File: src/design/clm_pkg.sv
// ---------------------------------------------------------------------------
// clm_pkg: shared types of the cluster-map cache
// Operation codes, transfer payloads and the stored table entry.
// ---------------------------------------------------------------------------
package clm_pkg;

	// default table depth
	localparam int DEFAULT_CACHE_ENTRIES = 8;

	// operation codes
	typedef enum logic [1:0] {
		FUNC_LOOKUP   = 2'd0,
		FUNC_ADD      = 2'd1,
		FUNC_INV_FILE = 2'd2,
		FUNC_INV_DEV  = 2'd3
	} func_t;

	// result status codes
	typedef enum logic {
		STATUS_OK      = 1'b0,
		STATUS_CORRUPT = 1'b1
	} status_t;

	// request payload
	typedef struct packed {
		func_t       func;
		logic [15:0] device;
		logic [31:0] file_id;
		logic [15:0] cluster;
		logic [15:0] floor_cluster;
		logic [15:0] disk_clu;
	} req_t;

	// response payload
	typedef struct packed {
		logic        hit;
		logic [15:0] found_file_clu;
		logic [15:0] found_disk_clu;
		status_t     status;
	} rsp_t;

	// one stored table entry
	typedef struct packed {
		logic [15:0] device;
		logic [31:0] file_id;
		logic [15:0] file_clu;
		logic [15:0] disk_clu;
	} entry_t;

endpackage

File: src/design/clm_stream_if.sv
// ---------------------------------------------------------------------------
// clm_stream_if: valid/ready channel
// Carries one payload per transfer; the payload type is set per instance.
// ---------------------------------------------------------------------------
interface clm_stream_if #(
	parameter type data_t = logic
) ();

	logic  valid;
	logic  ready;
	data_t data;

	modport source (output valid, output data, input ready);
	modport sink   (input valid, input data, output ready);

endinterface

File: src/design/cluster_map_lru_cache.sv
// ---------------------------------------------------------------------------
// cluster_map_lru_cache: cluster-map cache with move-to-front replacement
// Lookup, add and invalidation over a small table kept in recency order.
// ---------------------------------------------------------------------------
//
//   channel  dir  payload        transfer
//   -------  ---  -------------  ------------------------------------------
//   req      in   clm_pkg::req_t one operation, taken while the block is idle
//   rsp      out  clm_pkg::rsp_t one result per operation, held until taken
//
// Each operation rotates the recency list once through the entry memory, one
// entry per cycle, into a single compare stage; an update step then applies
// the result. A new request is taken while an earlier result still waits on
// rsp; the update step waits for the output register to be free. Reset clears
// the valid bits and puts the recency list in index order; no clearing pass.
//
module cluster_map_lru_cache #(
	parameter int CACHE_ENTRIES = clm_pkg::DEFAULT_CACHE_ENTRIES
) (
	input  logic              clk,
	input  logic              arst_n,
	clm_stream_if.sink        req,
	clm_stream_if.source      rsp
);

	localparam int IDX_W = $clog2(CACHE_ENTRIES);
	localparam int CNT_W = $clog2(CACHE_ENTRIES + 1);

	typedef enum logic [1:0] {S_IDLE, S_SCAN, S_APPLY} state_t;

	state_t                 state_q;
	clm_pkg::req_t          req_q;
	logic [CNT_W-1:0]       cnt_q;
	logic [IDX_W-1:0]       order_q [CACHE_ENTRIES];
	logic [IDX_W-1:0]       order_next [CACHE_ENTRIES];
	logic                   valid_q [CACHE_ENTRIES];
	clm_pkg::entry_t        mem [CACHE_ENTRIES];
	clm_pkg::entry_t        rd_s1;
	logic [IDX_W-1:0]       idx_s1;
	logic [IDX_W-1:0]       rank_s1;
	logic                   v_s1;
	logic                   best_hit_q;
	logic [15:0]            best_fc_q;
	logic [15:0]            best_dc_q;
	logic                   found_q;
	logic [IDX_W-1:0]       found_idx_q;
	logic [IDX_W-1:0]       found_rank_q;
	logic [15:0]            found_dc_q;
	logic                   out_valid_q;
	clm_pkg::rsp_t          out_q;

	logic                   key_match;
	logic                   dev_match;
	logic                   lookup_cand;
	logic                   add_cand;
	logic                   apply_go;
	logic                   do_move;
	logic                   do_write;
	logic [IDX_W-1:0]       victim;
	logic [IDX_W-1:0]       move_idx;
	logic [IDX_W-1:0]       move_rank;
	logic                   last_rank;

	// handshake
	assign req.ready = (state_q == S_IDLE);
	assign rsp.valid = out_valid_q;
	assign rsp.data  = out_q;

	// shared compare unit on the entry in flight
	assign dev_match   = valid_q[idx_s1] && (rd_s1.device == req_q.device);
	assign key_match   = dev_match && (rd_s1.file_id == req_q.file_id);
	assign lookup_cand = key_match && (rd_s1.file_clu <= req_q.cluster) &&
	                     (rd_s1.file_clu > req_q.floor_cluster) &&
	                     (!best_hit_q || (rd_s1.file_clu > best_fc_q));
	assign last_rank   = (rank_s1 == IDX_W'(CACHE_ENTRIES - 1));
	assign add_cand    = key_match && !last_rank && !found_q &&
	                     (rd_s1.file_clu == req_q.cluster);

	// update decision
	assign apply_go  = (state_q == S_APPLY) && (!out_valid_q || rsp.ready);
	assign victim    = order_q[CACHE_ENTRIES-1];
	assign do_write  = apply_go && (req_q.func == clm_pkg::FUNC_ADD) && !found_q;
	assign do_move   = do_write || (apply_go && (req_q.func == clm_pkg::FUNC_ADD) &&
	                   found_q && (found_dc_q == req_q.disk_clu));
	assign move_idx  = found_q ? found_idx_q : victim;
	assign move_rank = found_q ? found_rank_q : IDX_W'(CACHE_ENTRIES - 1);

	// recency list: rotate during the scan, move to front on update
	always_comb begin
		for (int k = 0; k < CACHE_ENTRIES; k++) begin
			order_next[k] = order_q[k];
		end
		if (state_q == S_SCAN && cnt_q < CNT_W'(CACHE_ENTRIES)) begin
			for (int k = 0; k < CACHE_ENTRIES - 1; k++) begin
				order_next[k] = order_q[k+1];
			end
			order_next[CACHE_ENTRIES-1] = order_q[0];
		end else if (do_move) begin
			order_next[0] = move_idx;
			for (int k = 1; k < CACHE_ENTRIES; k++) begin
				if (IDX_W'(k) <= move_rank) begin
					order_next[k] = order_q[k-1];
				end
			end
		end
	end

	// entry memory
	always_ff @(posedge clk) begin
		if (do_write) begin
			mem[victim] <= '{device: req_q.device, file_id: req_q.file_id,
			                 file_clu: req_q.cluster,
			                 disk_clu: req_q.disk_clu};
		end
		rd_s1 <= mem[order_q[0]];
	end

	// sequencer, scan stage and result register
	always_ff @(posedge clk or negedge arst_n) begin
		if (!arst_n) begin
			state_q      <= S_IDLE;
			req_q        <= '0;
			cnt_q        <= '0;
			idx_s1       <= '0;
			rank_s1      <= '0;
			v_s1         <= 1'b0;
			best_hit_q   <= 1'b0;
			best_fc_q    <= '0;
			best_dc_q    <= '0;
			found_q      <= 1'b0;
			found_idx_q  <= '0;
			found_rank_q <= '0;
			found_dc_q   <= '0;
			out_valid_q  <= 1'b0;
			out_q        <= '0;
			for (int k = 0; k < CACHE_ENTRIES; k++) begin
				order_q[k] <= IDX_W'(k);
				valid_q[k] <= 1'b0;
			end
		end else begin
			order_q <= order_next;

			// result register: loaded on update, freed on transfer
			if (apply_go) begin
				out_valid_q <= 1'b1;
			end else if (rsp.ready) begin
				out_valid_q <= 1'b0;
			end

			// compare stage
			if (v_s1) begin
				unique case (req_q.func)
					clm_pkg::FUNC_LOOKUP: begin
						if (lookup_cand) begin
							best_hit_q <= 1'b1;
							best_fc_q  <= rd_s1.file_clu;
							best_dc_q  <= rd_s1.disk_clu;
						end
					end
					clm_pkg::FUNC_ADD: begin
						if (add_cand) begin
							found_q      <= 1'b1;
							found_idx_q  <= idx_s1;
							found_rank_q <= rank_s1;
							found_dc_q   <= rd_s1.disk_clu;
						end
					end
					clm_pkg::FUNC_INV_FILE: begin
						if (key_match) begin
							valid_q[idx_s1] <= 1'b0;
						end
					end
					clm_pkg::FUNC_INV_DEV: begin
						if (dev_match) begin
							valid_q[idx_s1] <= 1'b0;
						end
					end
					default: ;
				endcase
			end

			unique case (state_q)
				S_IDLE: begin
					v_s1 <= 1'b0;
					if (req.valid) begin
						req_q      <= req.data;
						cnt_q      <= '0;
						best_hit_q <= 1'b0;
						found_q    <= 1'b0;
						state_q    <= S_SCAN;
					end
				end
				S_SCAN: begin
					if (cnt_q < CNT_W'(CACHE_ENTRIES)) begin
						idx_s1  <= order_q[0];
						rank_s1 <= cnt_q[IDX_W-1:0];
						v_s1    <= 1'b1;
						cnt_q   <= cnt_q + CNT_W'(1);
					end else begin
						v_s1    <= 1'b0;
						state_q <= S_APPLY;
					end
				end
				S_APPLY: begin
					v_s1 <= 1'b0;
					if (apply_go) begin
						if (do_write) begin
							valid_q[victim] <= (req_q.device != '0);
						end
						if (req_q.func == clm_pkg::FUNC_LOOKUP) begin
							out_q.hit            <= best_hit_q;
							out_q.found_file_clu <= best_hit_q ? best_fc_q
							                                   : req_q.floor_cluster;
							out_q.found_disk_clu <= best_hit_q ? best_dc_q
							                                   : req_q.disk_clu;
							out_q.status         <= clm_pkg::STATUS_OK;
						end else begin
							out_q.hit            <= 1'b0;
							out_q.found_file_clu <= '0;
							out_q.found_disk_clu <= '0;
							out_q.status         <= ((req_q.func == clm_pkg::FUNC_ADD) &&
							                        found_q &&
							                        (found_dc_q != req_q.disk_clu))
							                        ? clm_pkg::STATUS_CORRUPT
							                        : clm_pkg::STATUS_OK;
						end
						state_q <= S_IDLE;
					end
				end
				default: state_q <= S_IDLE;
			endcase
		end
	end

`ifndef SYNTH
	// a transfer always starts a scan
	a_start_scan: assert property (@(posedge clk) disable iff (!arst_n)
		(req.valid && req.ready) |=> (state_q == S_SCAN))
		else $error("request transfer did not start a scan");

	// the update cycle is reached only after a full pass over the list
	a_full_pass: assert property (@(posedge clk) disable iff (!arst_n)
		(state_q == S_APPLY) |-> (cnt_q == CNT_W'(CACHE_ENTRIES)))
		else $error("update reached before the scan covered every entry");

	// a freshly loaded hit comes only from a lookup and lies within its bounds
	a_hit_bounds: assert property (@(posedge clk) disable iff (!arst_n)
		apply_go |=> (!out_q.hit || ((req_q.func == clm_pkg::FUNC_LOOKUP) &&
		(out_q.found_file_clu <= req_q.cluster) &&
		(out_q.found_file_clu > req_q.floor_cluster))))
		else $error("hit outside the lookup bounds");

	// corruption status only from an add that found its key
	a_status_add: assert property (@(posedge clk) disable iff (!arst_n)
		apply_go |=> ((out_q.status == clm_pkg::STATUS_OK) ||
		((req_q.func == clm_pkg::FUNC_ADD) && found_q)))
		else $error("status set without a matching add");

	// the add search never picks the least-recent entry
	a_found_rank: assert property (@(posedge clk) disable iff (!arst_n)
		found_q |-> (found_rank_q != IDX_W'(CACHE_ENTRIES - 1)))
		else $error("add matched the least-recent entry");
`endif

endmodule
File: src/flat_wrapper.sv
// flat-port wrapper written by rule: the top's interface ports become plain ports
module cluster_map_lru_cache_flat 
#(
	parameter int CACHE_ENTRIES = clm_pkg::DEFAULT_CACHE_ENTRIES
)
  (clk, arst_n, req_valid, req_data, req_ready, rsp_valid, rsp_data, rsp_ready);
  clm_stream_if req_i ();
  clm_stream_if rsp_i ();
  input  logic clk;
  input  logic arst_n;
  input wire logic [$bits(req_i.valid)-1:0] req_valid;
  input wire logic [$bits(req_i.data)-1:0] req_data;
  output wire logic [$bits(req_i.ready)-1:0] req_ready;
  output wire logic [$bits(rsp_i.valid)-1:0] rsp_valid;
  output wire logic [$bits(rsp_i.data)-1:0] rsp_data;
  input wire logic [$bits(rsp_i.ready)-1:0] rsp_ready;
  assign req_i.valid = req_valid;
  assign req_i.data = req_data;
  assign req_ready = req_i.ready;
  assign rsp_valid = rsp_i.valid;
  assign rsp_data = rsp_i.data;
  assign rsp_i.ready = rsp_ready;
  cluster_map_lru_cache #(.CACHE_ENTRIES(CACHE_ENTRIES)) u_core (.clk(clk), .arst_n(arst_n), .req(req_i), .rsp(rsp_i));
endmodule
File: config.mk
export PLATFORM = sky130hd
export DESIGN_NAME = cluster_map_lru_cache_flat
export DESIGN_NICKNAME = d
export VERILOG_FILES = /design/src/design/clm_pkg.sv /design/src/design/clm_stream_if.sv /design/src/design/cluster_map_lru_cache.sv /design/src/flat_wrapper.sv
export SDC_FILE = /design/constraint.sdc
export NUM_CORES = 1
export LEC_CHECK = 0
export ABC_AREA = 1
export ABC_CLOCK_PERIOD_IN_PS = 1350
export BUFFER_PORTS_ARGS = -buffer_cell sky130_fd_sc_hd__buf_4
export CORE_AREA = 2 2 39 41
export DETAILED_ROUTE_END_ITERATION = 10
export DIE_AREA = 0 0 41 43
export GPL_TIMING_DRIVEN = 0
export PLACE_DENSITY_LB_ADDON = 0.12
export SLEW_MARGIN = 20
export SYNTH_ARGS = -nofsm -noshare
export SYNTH_HDL_FRONTEND = slang
export SYNTH_SLANG_ARGS = --single-unit
File: constraint.sdc
create_clock -name clk -period 1.35 [get_ports clk]
set_clock_uncertainty 0.2 [all_clocks]
set_input_delay 0.2025 -clock clk [delete_from_list [all_inputs] [get_ports clk]]
set_output_delay 0.2025 -clock clk [all_outputs]
set_load 0.02 [all_outputs]
==> impl_metrics.ini <==
[global_routing]
gr-usage-all-layers_pct = 10.2
globalRoute.totalOverflow = 0
first_pass_grt_wire_length_um = 1170
grt_pass1_vias = 290
grt_start_max_net_pins = 9
initial_antenna_violation_count = 0

[die]
design.core.area_sq_mm = 0.00138
dieWidth_um = 41
row_count = 14
die_h_um = 43
design.die.area_sq_mm = 0.00176
num_io_pins = 8
initial_util_pct = 25.2

[sta]
grt_setup_unrepaired = true
final_min_period_over_clock_period_pct = 98.2
timing.final.hold_violations = 0
final-max-slew-violation-count = 0
setup_violations = 0
maximum_frequency_from_static_timing_analysis_mhz = 755
finalWorstPathRequiredPeriod_ns = 1.33

[worst_setup_path]
critical_path.cell_chain = nor2_4 -> buf_6
worst-endpoint-required_ns = 0.95
timing.setup.critical_path_class = reg -> out
timing.critical_path.from_type = flop
cp_slowest_stage_delay_ns = 0.42
worst_setup_path_end_kind = output port
worst_ep_arrival_time_ns = 0.92
worstPathMaxFanout = 2
critPathSlowestCell = sky130_fd_sc_hd__dfrtp_2

[detailed_routing]
finalWirelength_um = 665
routedWlPerCell_um = 9.64
route.vias.total = 284
drc = 0
postRouteAntennaNets = 0
vias_per_cell = 4.12
drtPass1Iterations = 2
drt_iter0_drc = 3

[clock_tree]
htree_levels = 1
worst_setup_hold_path_clk_slew_ns = 0.05
cts_sink_cnt = 7
clk_latency_ns = 0.25
cts_inserted_buffers = 3
tritoncts = yes
ctsRootBufferMaster = sky130_fd_sc_hd__clkbuf_4
clockBufferDepth = 2

[placement]
placedCellCount = 62
hpwl_um = 501
port_buffers = 5
place.gp.congestion = 0.730

[logic_synthesis]
synth_warnings = 0
post-synth-top-area-fraction_pct = 50.2
synth.top_cells.by_area = sky130_fd_sc_hd__dfrtp_1 (50%), sky130_fd_sc_hd__nand2_1 (9.7%), sky130_fd_sc_hd__nand3_1 (7.2%)
ys_ff_latch = 7
share_of_synthesized_area_occupied_by_flip_flops_and_latches_pct = 50.2
postSynthNetCount = 47
yosysUniqueCellTypes = 16
top_cell_type_by_total_area_after_synthesis = sky130_fd_sc_hd__dfrtp_1
netlist_area_sq_um = 349
postSynthAreaPerCell_sq_um = 8.51
synthesis.instances = 41

[hold_path]
worst_hold_path_type = in -> reg

[power_and_ir_drop]
ir_drop_mv = 0.652
power_density_mw_per_mm2 = 2130
leakagePower_nw = 0.230

[cells_and_area]
finalNonFillerCells = 69
antenna_cells_inserted = 0
util_after_layout_pct = 34.0
post_route_cells_drive_above_1_share_pct = 32.1
synthToLayoutAreaGrowth_pct = 34.8
numnets_final = 60

[flow_run]
drv_cap = 0

[status]
outcome = finished clean
[state kept, by name, summed over array words and instances (netlist names)]
| signal | count |
|---|---|
| u_core.cnt_q | 4 |
| u_core.state_q | 2 |
| u_core.rsp.valid | 1 |
[metal layers]
metal	global-route usage [%]	wire length (um)	vias to the layer above
met2	14.7	343	6
li1	-	-	151
met3	4.71	29	0
met4	6.00	0	0
met5	0	0	-
met1	11.9	292	127
[final cells by class]
type / instances / area [sq um]
Fill cell: 155 / 913
Clock buffer: 4 / 26.3
Timing Repair Buffer: 8 / 68.8
Tap cell: 16 / 20.0
Inverter: 6 / 22.5
Buffer: 1 / 7.51
Multi-Input combinational cell: 27 / 149
Sequential cell: 7 / 176
[final timing paths]
kind	startpoint	end	slack, ns	depth (start not counted)
setup / recovery	u_core.state_q[0]$_DFFE_PN0P_	req_ready	0.02	2
hold / removal	req_valid	u_core.state_q[0]$_DFFE_PN0P_	0.05	3
setup reg to reg	u_core.cnt_q[0]$_DFFE_PN0P_	u_core.cnt_q[2]$_DFFE_PN0P_	0.10	7
hold reg to reg	u_core.cnt_q[0]$_DFFE_PN0P_	u_core.cnt_q[0]$_DFFE_PN0P_	0.31	1
max in group asynchronous	arst_n	u_core.state_q[0]$_DFFE_PN0P_	0.71	2
min in group asynchronous	arst_n	u_core.rsp.valid$_DFFE_PN0P_	0.10	2
[per-stage QoR]
step / hold WS, ns / total power [mW] / setup slack [ns] / setup TNS (ns) / instance area [sq um]
floorplan: -0.293 / 0.662 / 0.0991 / 0 / 349
global placement: -0.181 / 0.754 / 0.110 / 0 / 407
global route: 0.0503 / 1.10 / -0.0249 / -0.0249 / 470
finish: 0.0457 / 1.00 / 0.0248 / 0 / 470
detailed placement: -0.180 / 0.771 / 0.104 / 0 / 407
CTS: 0.0404 / 1.01 / 0.00166 / 0 / 465
[cell usage in the layout, fill, tap and decap left out]
master / n
sky130_fd_sc_hd__o21ai_1: 3
sky130_fd_sc_hd__nand3_2: 1
sky130_fd_sc_hd__buf_4: 6
sky130_fd_sc_hd__nand2_1: 9
sky130_fd_sc_hd__dfrtp_2: 1
sky130_fd_sc_hd__buf_6: 1
sky130_fd_sc_hd__nor2_4: 2
sky130_fd_sc_hd__nor2_1: 2
sky130_fd_sc_hd__nand3_1: 5
sky130_fd_sc_hd__dlygate4sd3_1: 2
sky130_fd_sc_hd__clkbuf_1: 1
sky130_fd_sc_hd__nand2_2: 2
sky130_fd_sc_hd__inv_2: 1
sky130_fd_sc_hd__dfrtp_1: 6
sky130_fd_sc_hd__clkinv_1: 1
sky130_fd_sc_hd__conb_1: 1
sky130_fd_sc_hd__clkbuf_4: 3
sky130_fd_sc_hd__o22ai_1: 1
sky130_fd_sc_hd__inv_1: 4
sky130_fd_sc_hd__ha_1: 1
[power breakdown]
part	switching, mW	internal (mW)	leakage (nW)	total [mW]
sequential	0.0685	0.292	0.0883	0.360
clock	0.0774	0.113	0.0150	0.190
combinational	0.263	0.189	0.127	0.452
[cell usage after synthesis]
cell type / number
sky130_fd_sc_hd__o22ai_1: 1
sky130_fd_sc_hd__buf_4: 1
sky130_fd_sc_hd__nand2_2: 2
sky130_fd_sc_hd__o21ai_1: 3
sky130_fd_sc_hd__ha_1: 1
sky130_fd_sc_hd__nor2_1: 2
sky130_fd_sc_hd__dfrtp_1: 7
sky130_fd_sc_hd__inv_2: 1
sky130_fd_sc_hd__nor2_2: 1
sky130_fd_sc_hd__conb_1: 1
sky130_fd_sc_hd__clkinv_1: 1
sky130_fd_sc_hd__nor2_4: 1
sky130_fd_sc_hd__nand3_1: 5
sky130_fd_sc_hd__inv_1: 4
sky130_fd_sc_hd__nand2_1: 9
sky130_fd_sc_hd__nand3_2: 1
[cell families (layout without fill, tap and decap cells)]
logic type               Yosys count  in the layout  synth area share (%)
adder cells (fa/ha/maj)            1              1                  3.58
AND/OR/NAND/NOR                   21             21                  30.5
buffers and inverters              7             19                  8.60
flip-flops                         7              7                  50.2
AO/OA/AOI/OAI                      4              4                  6.09
other                              1              1                  1.07
[critical path, delay by kind of cell, from the launching register on]
kind,cells,cell delay (ns)
flip-flops,1,0.42
AND/OR/NAND/NOR,1,0.13
buffers and inverters,1,0.12
[timing repair]
action                                  in CTS  in global routing
hold endpoints to repair                     8                  0
endpoints found under the setup margin       1                  1
pin swaps                                    0                  1
hold buffers                                 2                  0
gates resized for setup                      2                  1
buffers inserted                             1                  0
No activity file was read; power rests on OpenSTA's default activity.
